[config.mk]
export PLATFORM = sky130hd
export DESIGN_NAME = sha256_message_digest
export DESIGN_NICKNAME = d
export VERILOG_FILES = /design/src/rtl/sha256_pkg.sv /design/src/rtl/sha256_datapath.sv /design/src/rtl/sha256_ctrl.sv /design/src/rtl/sha256_message_digest.sv
export SDC_FILE = /design/constraint.sdc
export NUM_CORES = 2
export LEC_CHECK = 0
export ABC_AREA = 0
export ABC_CLOCK_PERIOD_IN_PS = 31300
export BUFFER_PORTS_ARGS = -buffer_cell sky130_fd_sc_hd__buf_2
export CAP_MARGIN = 20
export CORE_MARGIN = 3
export CORE_UTILIZATION = 70
export DETAILED_ROUTE_END_ITERATION = 8
export MAX_ROUTING_LAYER = met4
export PLACE_DENSITY_LB_ADDON = 0.12
export REMOVE_ABC_BUFFERS = 1
export SYNTH_ARGS = -nofsm -noshare
export SYNTH_HDL_FRONTEND = slang
export SYNTH_SLANG_ARGS = --single-unit
[constraint.sdc]
create_clock -name aclk -period 31.3 [get_ports aclk]
set_input_delay 0 -clock aclk [delete_from_list [all_inputs] [get_ports aclk]]
set_output_delay 0 -clock aclk [all_outputs]
set_load 0.05 [all_outputs]
[src/rtl/sha256_pkg.sv]
`default_nettype none
// ----------------------------------------------------------------------------
// sha256 package
// Round constants, initial hash values and controller/datapath command types.
// ----------------------------------------------------------------------------
package sha256_pkg;

    typedef logic [31:0] word_t;

    localparam word_t ROUND_K [64] = '{
        32'h428a2f98, 32'h71374491, 32'hb5c0fbcf, 32'he9b5dba5,
        32'h3956c25b, 32'h59f111f1, 32'h923f82a4, 32'hab1c5ed5,
        32'hd807aa98, 32'h12835b01, 32'h243185be, 32'h550c7dc3,
        32'h72be5d74, 32'h80deb1fe, 32'h9bdc06a7, 32'hc19bf174,
        32'he49b69c1, 32'hefbe4786, 32'h0fc19dc6, 32'h240ca1cc,
        32'h2de92c6f, 32'h4a7484aa, 32'h5cb0a9dc, 32'h76f988da,
        32'h983e5152, 32'ha831c66d, 32'hb00327c8, 32'hbf597fc7,
        32'hc6e00bf3, 32'hd5a79147, 32'h06ca6351, 32'h14292967,
        32'h27b70a85, 32'h2e1b2138, 32'h4d2c6dfc, 32'h53380d13,
        32'h650a7354, 32'h766a0abb, 32'h81c2c92e, 32'h92722c85,
        32'ha2bfe8a1, 32'ha81a664b, 32'hc24b8b70, 32'hc76c51a3,
        32'hd192e819, 32'hd6990624, 32'hf40e3585, 32'h106aa070,
        32'h19a4c116, 32'h1e376c08, 32'h2748774c, 32'h34b0bcb5,
        32'h391c0cb3, 32'h4ed8aa4a, 32'h5b9cca4f, 32'h682e6ff3,
        32'h748f82ee, 32'h78a5636f, 32'h84c87814, 32'h8cc70208,
        32'h90befffa, 32'ha4506ceb, 32'hbef9a3f7, 32'hc67178f2
    };

    localparam word_t INIT_H [8] = '{
        32'h6a09e667, 32'hbb67ae85, 32'h3c6ef372, 32'ha54ff53a,
        32'h510e527f, 32'h9b05688c, 32'h1f83d9ab, 32'h5be0cd19
    };

    localparam logic [2:0] FULL_COUNT = 3'd4;

    // what the datapath writes into the schedule slot this cycle
    typedef enum logic [2:0] {
        WSRC_DATA,  // raw input word
        WSRC_PAD,   // masked data with 0x80 marker
        WSRC_ZERO,
        WSRC_LEN,   // length word, high or low half by slot
        WSRC_MARK   // lone 0x80 marker after a full last word
    } wsrc_t;

    typedef struct packed {
        logic       wr_en;
        logic [3:0] wr_idx;
        wsrc_t      wr_src;
        logic       len_add;   // add input bits to length
        logic       load_vars; // copy chain into working vars
        logic       round_en;
        logic [5:0] round;
        logic       fold;      // add working vars into chain
        logic       shift_out; // rotate chain for output
        logic       clear;     // back to initial values
    } dp_cmd_t;

    function automatic word_t rotr(input word_t x, input int n);
        rotr = (x >> n) | (x << (32 - n));
    endfunction

endpackage
`default_nettype wire

[src/rtl/sha256_datapath.sv]
`default_nettype none
// ----------------------------------------------------------------------------
// sha256 datapath
// Schedule window, working variables, chaining words and length counter.
// ----------------------------------------------------------------------------
module sha256_datapath
    import sha256_pkg::*;
(
    input  wire logic           aclk,
    input  wire logic           aresetn,
    input  wire dp_cmd_t        cmd,
    input  wire word_t          in_data,
    input  wire logic [2:0]     in_count,
    output word_t               out_word
);

    word_t       w_reg [16];
    word_t       v_reg [8];
    word_t       h_reg [8];
    logic [63:0] len_reg;

    word_t w_next_round, wt, t1, t2, s0, s1, x, y, keep, pad_word, wr_word;
    logic [4:0] sh;

    always_comb begin
        x  = w_reg[cmd.round[3:0] + 4'd1];
        y  = w_reg[cmd.round[3:0] + 4'd14];
        s0 = rotr(x, 7) ^ rotr(x, 18) ^ (x >> 3);
        s1 = rotr(y, 17) ^ rotr(y, 19) ^ (y >> 10);
        w_next_round = w_reg[cmd.round[3:0]] + s0 + w_reg[cmd.round[3:0] + 4'd9] + s1;
        wt = (cmd.round[5:4] == 2'd0) ? w_reg[cmd.round[3:0]] : w_next_round;
        t1 = v_reg[7] + (rotr(v_reg[4], 6) ^ rotr(v_reg[4], 11) ^ rotr(v_reg[4], 25))
           + ((v_reg[4] & v_reg[5]) ^ (~v_reg[4] & v_reg[6])) + wt + ROUND_K[cmd.round];
        t2 = (rotr(v_reg[0], 2) ^ rotr(v_reg[0], 13) ^ rotr(v_reg[0], 22))
           + ((v_reg[0] & v_reg[1]) ^ (v_reg[0] & v_reg[2]) ^ (v_reg[1] & v_reg[2]));
        // count is 0..3 whenever the pad word is used
        sh   = {in_count[1:0], 3'd0};
        keep = (in_count[1:0] == 2'd0) ? '0 : ~(32'hffffffff >> sh);
        pad_word = (in_data & keep) | (32'h80000000 >> sh);
        unique case (cmd.wr_src)
            WSRC_DATA: wr_word = in_data;
            WSRC_PAD:  wr_word = pad_word;
            WSRC_ZERO: wr_word = '0;
            WSRC_LEN:  wr_word = cmd.wr_idx[0] ? len_reg[31:0] : len_reg[63:32];
            WSRC_MARK: wr_word = 32'h80000000;
            default:   wr_word = '0;
        endcase
    end

    always_ff @(posedge aclk) begin
        if (cmd.wr_en) begin
            w_reg[cmd.wr_idx] <= wr_word;
        end else if (cmd.round_en && cmd.round[5:4] != 2'd0) begin
            w_reg[cmd.round[3:0]] <= w_next_round;
        end
    end

    always_ff @(posedge aclk) begin
        if (!aresetn || cmd.clear) begin
            h_reg   <= INIT_H;
            v_reg   <= '{default: '0};
            len_reg <= '0;
        end else begin
            if (cmd.len_add) begin
                len_reg <= len_reg + {58'd0, in_count, 3'd0};
            end
            if (cmd.load_vars) begin
                v_reg <= h_reg;
            end else if (cmd.round_en) begin
                v_reg[7] <= v_reg[6];
                v_reg[6] <= v_reg[5];
                v_reg[5] <= v_reg[4];
                v_reg[4] <= v_reg[3] + t1;
                v_reg[3] <= v_reg[2];
                v_reg[2] <= v_reg[1];
                v_reg[1] <= v_reg[0];
                v_reg[0] <= t1 + t2;
            end
            if (cmd.fold) begin
                for (int i = 0; i < 8; i++) begin
                    h_reg[i] <= h_reg[i] + v_reg[i];
                end
            end else if (cmd.shift_out) begin
                for (int i = 0; i < 7; i++) begin
                    h_reg[i] <= h_reg[i+1];
                end
                h_reg[7] <= h_reg[0];
            end
        end
    end

    assign out_word = h_reg[0];

endmodule
`default_nettype wire

[src/rtl/sha256_ctrl.sv]
`default_nettype none
// ----------------------------------------------------------------------------
// sha256 controller
// Accepts beats, sequences padding, compression rounds and digest output.
// ----------------------------------------------------------------------------
module sha256_ctrl
    import sha256_pkg::*;
(
    input  wire logic       aclk,
    input  wire logic       aresetn,
    input  wire logic       in_valid,
    output logic            in_ready,
    input  wire logic [2:0] in_count_raw,
    input  wire logic       in_last,
    output logic [2:0]      in_count,
    output dp_cmd_t         cmd,
    output logic            out_valid,
    input  wire logic       out_ready,
    output logic [2:0]      out_index,
    output logic            out_last
);

    typedef enum logic [2:0] {
        ST_IN, ST_LOAD, ST_ROUND, ST_FOLD, ST_FILL, ST_OUT
    } state_t;

    state_t     state_reg, state_next;
    logic [3:0] idx_reg, idx_next;
    logic [5:0] round_reg, round_next;
    logic       fin_reg, fin_next;   // padding started, length must follow
    logic       done_reg, done_next; // length written, this block is the final one
    logic       spill_reg, spill_next; // marker in slot 14, length needs a new block
    logic [2:0] oidx_reg, oidx_next;
    logic       pend_reg;            // last beat arrived, fold goes on to padding
    logic       acc;

    assign in_count = (!in_last || in_count_raw > FULL_COUNT) ? FULL_COUNT : in_count_raw;
    assign in_ready = (state_reg == ST_IN);
    assign acc      = in_valid && in_ready;
    assign out_valid = (state_reg == ST_OUT);
    assign out_index = oidx_reg;
    assign out_last  = (oidx_reg == 3'd7);

    always_comb begin
        state_next = state_reg;
        idx_next   = idx_reg;
        round_next = round_reg;
        fin_next   = fin_reg;
        done_next  = done_reg;
        spill_next = spill_reg;
        oidx_next  = oidx_reg;
        cmd        = '0;
        cmd.wr_idx = idx_reg;
        cmd.wr_src = WSRC_DATA;
        cmd.round  = round_reg;
        unique case (state_reg)
            ST_IN: begin
                if (acc) begin
                    cmd.wr_en   = 1'b1;
                    cmd.len_add = 1'b1;
                    cmd.wr_src  = (in_count == FULL_COUNT) ? WSRC_DATA : WSRC_PAD;
                    idx_next    = idx_reg + 4'd1;
                    if (in_last) begin
                        fin_next   = 1'b1;
                        state_next = ST_FILL;
                        // full last word: marker goes in the next slot
                        if (in_count == FULL_COUNT) begin
                            fin_next = 1'b0;
                        end else if (idx_reg == 4'd14) begin
                            spill_next = 1'b1;
                        end
                        if (idx_reg == 4'd15) begin
                            state_next = ST_LOAD;
                        end
                    end else if (idx_reg == 4'd15) begin
                        state_next = ST_LOAD;
                    end
                    if (in_last) begin
                        done_next = 1'b0;
                    end
                end
            end
            ST_FILL: begin
                // fin_reg low: marker word still owed
                cmd.wr_en = 1'b1;
                if (!fin_reg) begin
                    cmd.wr_src = WSRC_MARK;
                    fin_next   = 1'b1;
                    idx_next   = idx_reg + 4'd1;
                    if (idx_reg == 4'd14) spill_next = 1'b1;
                    if (idx_reg == 4'd15) state_next = ST_LOAD;
                end else if (spill_reg) begin
                    // no room for the length: zero the last slot, compress
                    cmd.wr_src = WSRC_ZERO;
                    idx_next   = idx_reg + 4'd1;
                    spill_next = 1'b0;
                    state_next = ST_LOAD;
                end else if (idx_reg >= 4'd14) begin
                    cmd.wr_src = WSRC_LEN;
                    idx_next   = idx_reg + 4'd1;
                    if (idx_reg == 4'd15) begin
                        done_next  = 1'b1;
                        state_next = ST_LOAD;
                    end
                end else begin
                    cmd.wr_src = WSRC_ZERO;
                    idx_next   = idx_reg + 4'd1;
                end
            end
            ST_LOAD: begin
                cmd.load_vars = 1'b1;
                round_next    = '0;
                state_next    = ST_ROUND;
            end
            ST_ROUND: begin
                cmd.round_en = 1'b1;
                round_next   = round_reg + 6'd1;
                if (round_reg == 6'd63) state_next = ST_FOLD;
            end
            ST_FOLD: begin
                cmd.fold = 1'b1;
                if (done_reg) begin
                    oidx_next  = '0;
                    state_next = ST_OUT;
                end else if (fin_reg || pend_reg) begin
                    state_next = ST_FILL;
                end else begin
                    state_next = ST_IN;
                end
            end
            ST_OUT: begin
                if (out_ready) begin
                    cmd.shift_out = 1'b1;
                    oidx_next     = oidx_reg + 3'd1;
                    if (oidx_reg == 3'd7) begin
                        cmd.clear  = 1'b1;
                        cmd.shift_out = 1'b0;
                        idx_next   = '0;
                        fin_next   = 1'b0;
                        done_next  = 1'b0;
                        spill_next = 1'b0;
                        state_next = ST_IN;
                    end
                end
            end
            default: state_next = ST_IN;
        endcase
    end

    always_ff @(posedge aclk) begin
        if (!aresetn) begin
            state_reg <= ST_IN;
            idx_reg   <= '0;
            round_reg <= '0;
            fin_reg   <= 1'b0;
            done_reg  <= 1'b0;
            spill_reg <= 1'b0;
            oidx_reg  <= '0;
            pend_reg  <= 1'b0;
        end else begin
            state_reg <= state_next;
            idx_reg   <= idx_next;
            round_reg <= round_next;
            fin_reg   <= fin_next;
            done_reg  <= done_next;
            spill_reg <= spill_next;
            oidx_reg  <= oidx_next;
            if (acc && in_last) begin
                pend_reg <= 1'b1;
            end else if (state_reg == ST_OUT) begin
                pend_reg <= 1'b0;
            end
        end
    end

`ifndef SYNTH
    a_round_wrap: assert property (@(posedge aclk) disable iff (!aresetn)
        (state_reg == ST_ROUND && round_reg == 6'd63) |=> state_reg == ST_FOLD)
        else $error("round count did not end compression");
    a_no_out_busy: assert property (@(posedge aclk) disable iff (!aresetn)
        out_valid |-> !in_ready)
        else $error("input open during digest output");
    a_out_after_fold: assert property (@(posedge aclk) disable iff (!aresetn)
        $rose(out_valid) |-> $past(state_reg) == ST_FOLD && oidx_reg == 3'd0)
        else $error("digest output not preceded by final fold");
    a_len_slot: assert property (@(posedge aclk) disable iff (!aresetn)
        (cmd.wr_en && cmd.wr_src == WSRC_LEN) |-> idx_reg >= 4'd14)
        else $error("length written outside its slots");
`endif

endmodule
`default_nettype wire

[src/rtl/sha256_message_digest.sv]
`default_nettype none
// ----------------------------------------------------------------------------
// sha256 message digest
// Streams a big-endian message in, returns the eight SHA-256 digest words.
// ----------------------------------------------------------------------------
// One beat is taken per cycle while a block is being gathered; each full
// 16-word block then runs 64 rounds, one per cycle on the single round unit,
// plus a load step and a fold step. The last beat adds padding writes, one
// or two compressions, and eight digest beats on m_.
module sha256_message_digest
    import sha256_pkg::*;
(
    input  wire logic        aclk,
    input  wire logic        aresetn,
    input  wire logic        s_tvalid,
    output logic             s_tready,
    input  wire logic [39:0] s_tdata,  // data_word[31:0], byte_count[34:32], zero fill
    input  wire logic        s_tlast,  // last_word
    output logic             m_tvalid,
    input  wire logic        m_tready,
    output logic [39:0]      m_tdata,  // digest_word[31:0], word_index[34:32], zero fill
    output logic             m_tlast   // digest_last
);

    dp_cmd_t    cmd;
    logic [2:0] count;
    logic [2:0] oidx;
    word_t      dword;

    sha256_ctrl u_ctrl (
        .aclk         (aclk),
        .aresetn      (aresetn),
        .in_valid     (s_tvalid),
        .in_ready     (s_tready),
        .in_count_raw (s_tdata[34:32]),
        .in_last      (s_tlast),
        .in_count     (count),
        .cmd          (cmd),
        .out_valid    (m_tvalid),
        .out_ready    (m_tready),
        .out_index    (oidx),
        .out_last     (m_tlast)
    );

    sha256_datapath u_dp (
        .aclk     (aclk),
        .aresetn  (aresetn),
        .cmd      (cmd),
        .in_data  (s_tdata[31:0]),
        .in_count (count),
        .out_word (dword)
    );

    assign m_tdata = {5'd0, oidx, dword};

endmodule
`default_nettype wire
== Yosys cells after proc, flatten, opt, wreduce, memory -nomap -nowiden ==
Memories as Yosys holds them, arrays and structs flattened. A register that Yosys moved wholly into a read port is not among the register bits.
Cells that the tools add are included.

* Register bits: 596
* Memory bits (writable): 512
* ROM bits: 2048
* Output and inout port bits: 43
* Logic and storage cells: 217
* Memories: 2

{| class="wikitable"
|+ Memory list
! name !! depth !! width !! rd ports !! clocked after Yosys merged registers in !! write ports !! RTL line !! RTL
|-
| (name not given) || 64 || 32 || 1 || 0 || 0 || sha256_datapath.sv:33 || <nowiki>+ ((v_reg[4] & v_reg[5]) ^ (~v_reg[4] & v_reg[6])) + wt + ROUND_K[cmd.round];</nowiki>
|-
| u_dp.w_reg || 16 || 32 || 4 || 1 || 1 || sha256_datapath.sv:17 || <nowiki>word_t w_reg [16];</nowiki>
|}

* Add/subtract/negate cells: 25
* Order comparisons: 3
* Equality and inequality tests: 25
* Shifts and indexed selects: 2
* Multiplexer cells: 78
* Bitwise logic cells: 31
* Reductions and logical operators: 26

{| class="wikitable"
|+ Operators with widths
! cell !! number
|-
| $mux W256 || 4
|-
| $add A32 B32 Y32 || 18
|-
| $xor A32 B32 Y32 || 9
|-
| $and A32 B32 Y32 || 6
|-
| $mux W32 || 6
|-
| $pmux W32 S4 || 1
|-
| $add A64 B6 Y64 || 1
|-
| $not A32 Y32 || 2
|-
| $shr A32 B5 Y32 const A || 2
|-
| $mux W3 || 17
|-
| $or A10 B32 Y32 || 1
|-
| $or A13 B32 Y32 || 1
|-
| $or A14 B32 Y32 || 1
|-
| $or A15 B32 Y32 || 1
|-
| $or A19 B32 Y32 || 1
|-
| $or A21 B32 Y32 || 1
|-
| $or A25 B32 Y32 || 1
|-
| $or A26 B32 Y32 || 1
|-
| $or A30 B32 Y32 || 1
|-
| $or A32 B32 Y32 || 1
|-
| $or A7 B32 Y32 || 1
|-
| $reduce_or A32 Y1 || 1
|-
| $xor A32 B22 Y32 || 1
|-
| $xor A32 B29 Y32 || 1
|-
| 37 further kinds || 110
|}

== Longest topological paths before layout ==
An unclocked memory read counts as a cell.

* Depth in word-level cells: 14
* Depth in mapped cells: 56
* Gate-level depth less buffers: 54

== Cells and area by module ==
A second synthesis with hierarchy kept.

* Cells, all modules: 8366
* Area total of the unflattened synthesis: 83134.7 um2

{| class="wikitable"
|+ Modules (own cells, without submodules)
! module !! times used !! cells each !! area an instance (um2)
|-
| sha256_datapath || 1 || 8216 || 81936.1
|-
| sha256_ctrl || 1 || 144 || 1157.4
|-
| sha256_message_digest || 1 || 6 || 41.3
|}

== Worst setup path before layout ==
No wires, ideal clock.

* Path type: reg-to-reg
* Start point: reg u_ctrl.round_reg[2]
* End point: reg u_dp.v_reg[255] in the netlist's numbering
* Data arrival time: 12.041 ns
* Required time: 31.170 ns
* Setup slack: 19.129 ns
* Stages on the path, launching flop included: 48
* Path buffers: 7
* Cell sequence: dfxtp_1 -> clkinv_1 -> clkbuf_1 -> ha_1 -> buf_2 -> buf_4 -> buf_1 -> clkbuf_1 -> buf_1 -> clkbuf_1 -> mux4_2 -> fa_1 -> ha_1 -> ha_1 -> fa_1 -> a21oi_1 -> nand4b_1 -> a21oi_1 -> (+12 left out) -> ha_1 -> nand3_1 -> a2111oi_0 -> nor3_1 -> o221ai_1 -> a21o_1 -> a21oi_1 -> xnor2_1 -> fa_1 -> ha_1 -> and3_1 -> a221oi_1 -> o21ai_0 -> a31oi_1 -> nor2_1 -> a311oi_1 -> xnor2_1 -> o31ai_2

* Word-level cells in the longest chain between the ends: 14

{| class="wikitable"
|+ Ends and longest elaborated chain
! item !! RTL line !! RTL
|-
| from (decl) || sha256_ctrl.sv:29 || <nowiki>logic [5:0] round_reg, round_next;</nowiki>
|-
| from (signal assigned) || sha256_ctrl.sv:163 || <nowiki>round_reg <= round_next;</nowiki>
|-
| $add A4 B1 Y4 || sha256_datapath.sv:26 || <nowiki>x = w_reg[cmd.round[3:0] + 4'd1];</nowiki>
|-
| $mem_v2 Z16 W32 || -- ||
|-
| $or A25 B32 Y32 / $or A14 B32 Y32 (equally long branches) || sha256_pkg.sv:59 || <nowiki>rotr = (x >> n) | (x << (32 - n));</nowiki>
|-
| $xor A32 B32 Y32 || sha256_datapath.sv:28 || <nowiki>s0 = rotr(x, 7) ^ rotr(x, 18) ^ (x >> 3);</nowiki>
|-
| $xor A32 B29 Y32 || sha256_datapath.sv:28 ||
|-
| $add A32 B32 Y32 (3 in a row) || sha256_datapath.sv:30 || <nowiki>w_next_round = w_reg[cmd.round[3:0]] + s0 + w_reg[cmd.round[3:0] + 4'd9] + s1;</nowiki>
|-
| $mux W32 || sha256_datapath.sv:31 || <nowiki>wt = (cmd.round[5:4] == 2'd0) ? w_reg[cmd.round[3:0]] : w_next_round;</nowiki>
|-
| $add A32 B32 Y32 || sha256_datapath.sv:33 ||
|-
| $add A32 B32 Y32 * || sha256_datapath.sv:33 ||
|-
| $add A32 B32 Y32 * || sha256_datapath.sv:77 || <nowiki>v_reg[0] <= t1 + t2;</nowiki>
|-
| $mux W256 * || sha256_datapath.sv:69 || <nowiki>end else if (cmd.round_en) begin</nowiki>
|-
| $mux W256 * || sha256_datapath.sv:67 || <nowiki>if (cmd.load_vars) begin</nowiki>
|-
| to (signal assigned) || sha256_datapath.sv:68 || <nowiki>v_reg <= h_reg;</nowiki>
|-
| to (decl) || sha256_datapath.sv:18 || <nowiki>word_t v_reg [8];</nowiki>
|}

Every way passes the cells marked *; elsewhere a longest branch is shown, timed or not. The select of a mux whose other input is x is not followed.
A chain may end at the register's enable or synchronous reset.

== Worst setup path after layout ==
* Start point: reg u_ctrl.round_reg[1]
* End point: reg u_dp.v_reg[255] in the netlist's numbering

Same word-level chain as after synthesis.

==> metrics.csv <==
stage,metric,value,unit
run_status,status,finished clean,
logic_synthesis,synthMuxAreaShare,15.90,%
detailed_routing,wl_per_cell,29.82,um
critical_path,r2r_cells,48,
timing,final_min_period_over_clock_period,49.40,%
clock_tree,post-cts-setup-buffers,0,
clock_tree,clk_latency,0.78,ns
clock_tree,htree_levels,3,
critical_path,startpoint_type,register,
detailed_routing,via_per_inst,7.345,
detailed_routing,vias,69440,
final_layout,multiInputGateArea,50220,um^2
floorplanning,num_rows,124,
detailed_routing,wl,281900,um
global_route,grt_pass1_vias,67120,
clock_tree,clock-sinks,1109,
timing,drv_slew,0,
hold_path,holdPathStages,4,
logic_synthesis,synth_common_cells,"928 x nand2_1, 749 x a21oi_1, 597 x dfxtp_1",
critical_path,regToRegSetupSlack,15.84,ns
critical_path,crit_type,register to register,
floorplanning,die_h,346.3,um
floorplanning,ioPinCount,88,
placement,place_area,82200,um^2
critical_path,worst-path-max-fanout,19,
critical_path,worst_path_max_delay_cell,xnor2_1,
final_layout,drive_gt1_share,12.78,%
logic_synthesis,ys_seq_elements,1109,
critical_path,regToRegEndpoint,u_dp.v_reg[255]$_SDFFE_PP0N_,
clock_tree,numCtsBuffers,120,
placement,pre_cts_ws,16.44,ns
logic_synthesis,yosys.area_share.adder,11.41,%
logic_synthesis,synth_top_area_cell,edfxtp_1,
floorplanning,start_util,70.70,%
timing,worst_slack,15.84,ns
placement,dpl.hpwl,185500,um
final_layout,largest_reg_flops,512,
global_route,antenna_found_initial,5,
critical_path,cp-endpoint,u_dp.v_reg[255]$_SDFFE_PP0N_,
floorplanning,die_w,346.3,um
pwr,finalPower,3.871,mW
final_layout,seq_area,27360,um^2
timing,report.final.hold_viol_count,0,
timing,period_needed,15.46,ns
logic_synthesis,synth_top_family_by_area,compound AO/OA/AOI/OAI gates,
logic_synthesis,synth.most_common_cell,nand2_1,
placement,io_buffers,77,
hold_path,hold_class,input port to register,
global_route,grt_pass1_wl,420400,um
critical_path,critPathLaunch,u_ctrl.round_reg[1]$_SDFFE_PN0N_,
job,maxCapViolCount,0,
logic_synthesis,syn-cell-area,81060,um^2
logic_synthesis,seq_area_frac_synth,33.71,%
critical_path,required,31.91,ns
logic_synthesis,synthXorXnorAreaFrac,6.560,%
detailed_routing,drt_iter0_drc,9641,
pwr,peakVddDrop,61.81,uV
final_layout,nets,8482,
timing,finalClockSkew,0.03995,ns
timing,setup_viol,0,
critical_path,critPathMaxStageDelay,0.87,ns
clock_tree,clock_path_buffers,3,
detailed_routing,drc,0,
pwr,p_leak,32.92,nW
logic_synthesis,synth_cell_types,89,
clock_tree,ctsResizeCount,0,
floorplanning,dieArea,119900,um^2
logic_synthesis,avgSynthCellArea,10.07,um^2
logic_synthesis,synthSimpleGateAreaFrac,10.31,%
logic_synthesis,synth_enable_flop_cells,512,
placement,gp_congestion,1.038,
clock_tree,root_buffer,clkbuf_16,
detailed_routing,dr.pass1.iters,8,
final_layout,final_area,86750,um^2
detailed_routing,ant_nets,0,
final_layout,syn_to_final_growth,7.023,%
final_layout,nFillCells,7661,
timing,worst_pin_slew,1.260,ns
timing,max_freq,64.67,MHz
logic_synthesis,synth_warnings,0,
logic_synthesis,synth-compound-area-share,17.41,%
timing,relSlewSlack,16.02,%
logic_synthesis,syn_inst,8053,
pwr,powerDensity,44.62,nW/um^2
clock_tree,holdBufCountCts,14,
logic_synthesis,ys_dominant_reg_cell,dfxtp_1,
timing,rsz0062_at_grt,no,
global_route,grt-ovfl-total,0,
global_route,track_usage,47.67,%
critical_path,cp.arrival,16.07,ns
critical_path,cpMostUsedCell,fa_1,
clock_tree,cts.clk_slew.worst_paths,0.07,ns
global_route,grt_max_degree,168,
critical_path,r2r-start,u_ctrl.round_reg[1]$_SDFFE_PN0N_,
logic_synthesis,synthTopCellsByArea,"edfxtp_1 19%, dfxtp_1 15%, mux4_2 14%, ha_1 6.3%, fa_1 4.8%",
critical_path,end_kind,register,
logic_synthesis,async_flop_share,0,%
logic_synthesis,synth_top_area_share,18.97,%
clock_tree,tritoncts,built,
floorplanning,core,114700,um^2
==> logic make-up after synthesis <==
kind of cell	after synthesis
other	1
adders and majority gates	625
xor gates and xnor gates	604
buffers and inverters	967
and+or+nand+nor	1909
AOI/OAI and AO/OA	2198
muxes	640
DFF	1109
==> final cells by class <==
cell class / instances / share of cell area, %
repair buffers: 219 / 1.820
flip-flops and latches: 1109 / 31.53
inverters: 399 / 1.726
clock buffers: 139 / 3.603
multi-input cells: 5981 / 57.88
well taps: 1512 / 2.181
diodes: 7 / 0.02019
clock inverters: 87 / 1.235
==> worst min-delay path by stage <==
stage | from | end | slack [ns]
floorplan | aresetn | u_ctrl.idx_reg[0]$_SDFFE_PN0P_ | 0.12
global placement | s_tlast | u_ctrl.pend_reg$_SDFFE_PN0P_ | 0.31
detailed placement | s_tlast | u_ctrl.pend_reg$_SDFFE_PN0P_ | 0.32
CTS | s_tdata[9] | u_dp.w_reg[6][9]$_DFFE_PP_ | 0.006
global route | s_tdata[6] | u_dp.w_reg[8][6]$_DFFE_PP_ | 0.02
finish | s_tdata[7] | u_dp.w_reg[15][7]$_DFFE_PP_ | 0.01
==> per-layer routing <==
metal | GRT usage [%] | routed length, um | vias up
met5 | - | 0 | -
met4 | 37.93 | 29650 | 0
met3 | 10.97 | 33030 | 1486
met2 | 72.46 | 127100 | 5404
met1 | 54.53 | 92140 | 33170
li1 | - | - | 29380
==> per-stage QoR <==
| stage | cells | hold slack (ns) | utilization, % | setup TNS (ns) |
|---|---|---|---|---|
| finish | 9453 | 0.01333 | 75.66 | 0 |
| floorplan | 7489 | 0.1175 | - | -4214.41 |
| detailed placement | 9182 | 0.3203 | 71.69 | 0 |
| global route | 9453 | 0.02382 | 75.66 | 0 |
| global placement | 9181 | 0.3073 | 71.68 | 0 |
| CTS | 9422 | 0.006343 | 75.47 | 0 |
==> power breakdown <==
group          leakage [nW]  internal, mW  total [mW]  switching [mW]
clock network          2.00         0.878        1.54           0.661
registers              9.51          1.55        1.56          0.0153
logic                  21.4         0.276       0.768           0.492
total                  32.9          2.70        3.87            1.17
==> worst max-delay path, delay by kind of cell (launching register included) <==
kind | cells | cell delay [ns]
XOR/XNOR | 5 | 1.86
AO/OA/AOI/OAI | 15 | 4.22
flip-flops | 1 | 0.49
AND/OR/NAND/NOR | 8 | 1.09
multiplexers | 2 | 1.25
buffers and inverters | 7 | 1.79
adder cells (fa/ha/maj) | 11 | 4.52
==> cell usage in the layout (no fill, tap or decap), types with 40 or more instances in the layout <==
cell         n
nand2b_1    52
a221oi_1    57
buf_2       79
or3_1       47
inv_1      395
edfxtp_1   512
o21a_1      54
o31ai_1     40
and3_1      45
nand4_1     40
o22ai_1     48
buf_4      111
a21o_1     229
a22oi_1    272
fa_1       196
o21ai_0    321
clkbuf_16  121
a211oi_1    43
mux2i_1    112
dfxtp_1    586
nand3_1    116
a21oi_1    748
o21bai_1    47
a311oi_1    54
xor2_1     254
mux4_2     516
a31oi_1     43
nor3_1      90
nor2b_1     62
xnor2_1    347
nor2_1     412
ha_1       408
nand2_1    927
Power figures use the tool's default switching activity.
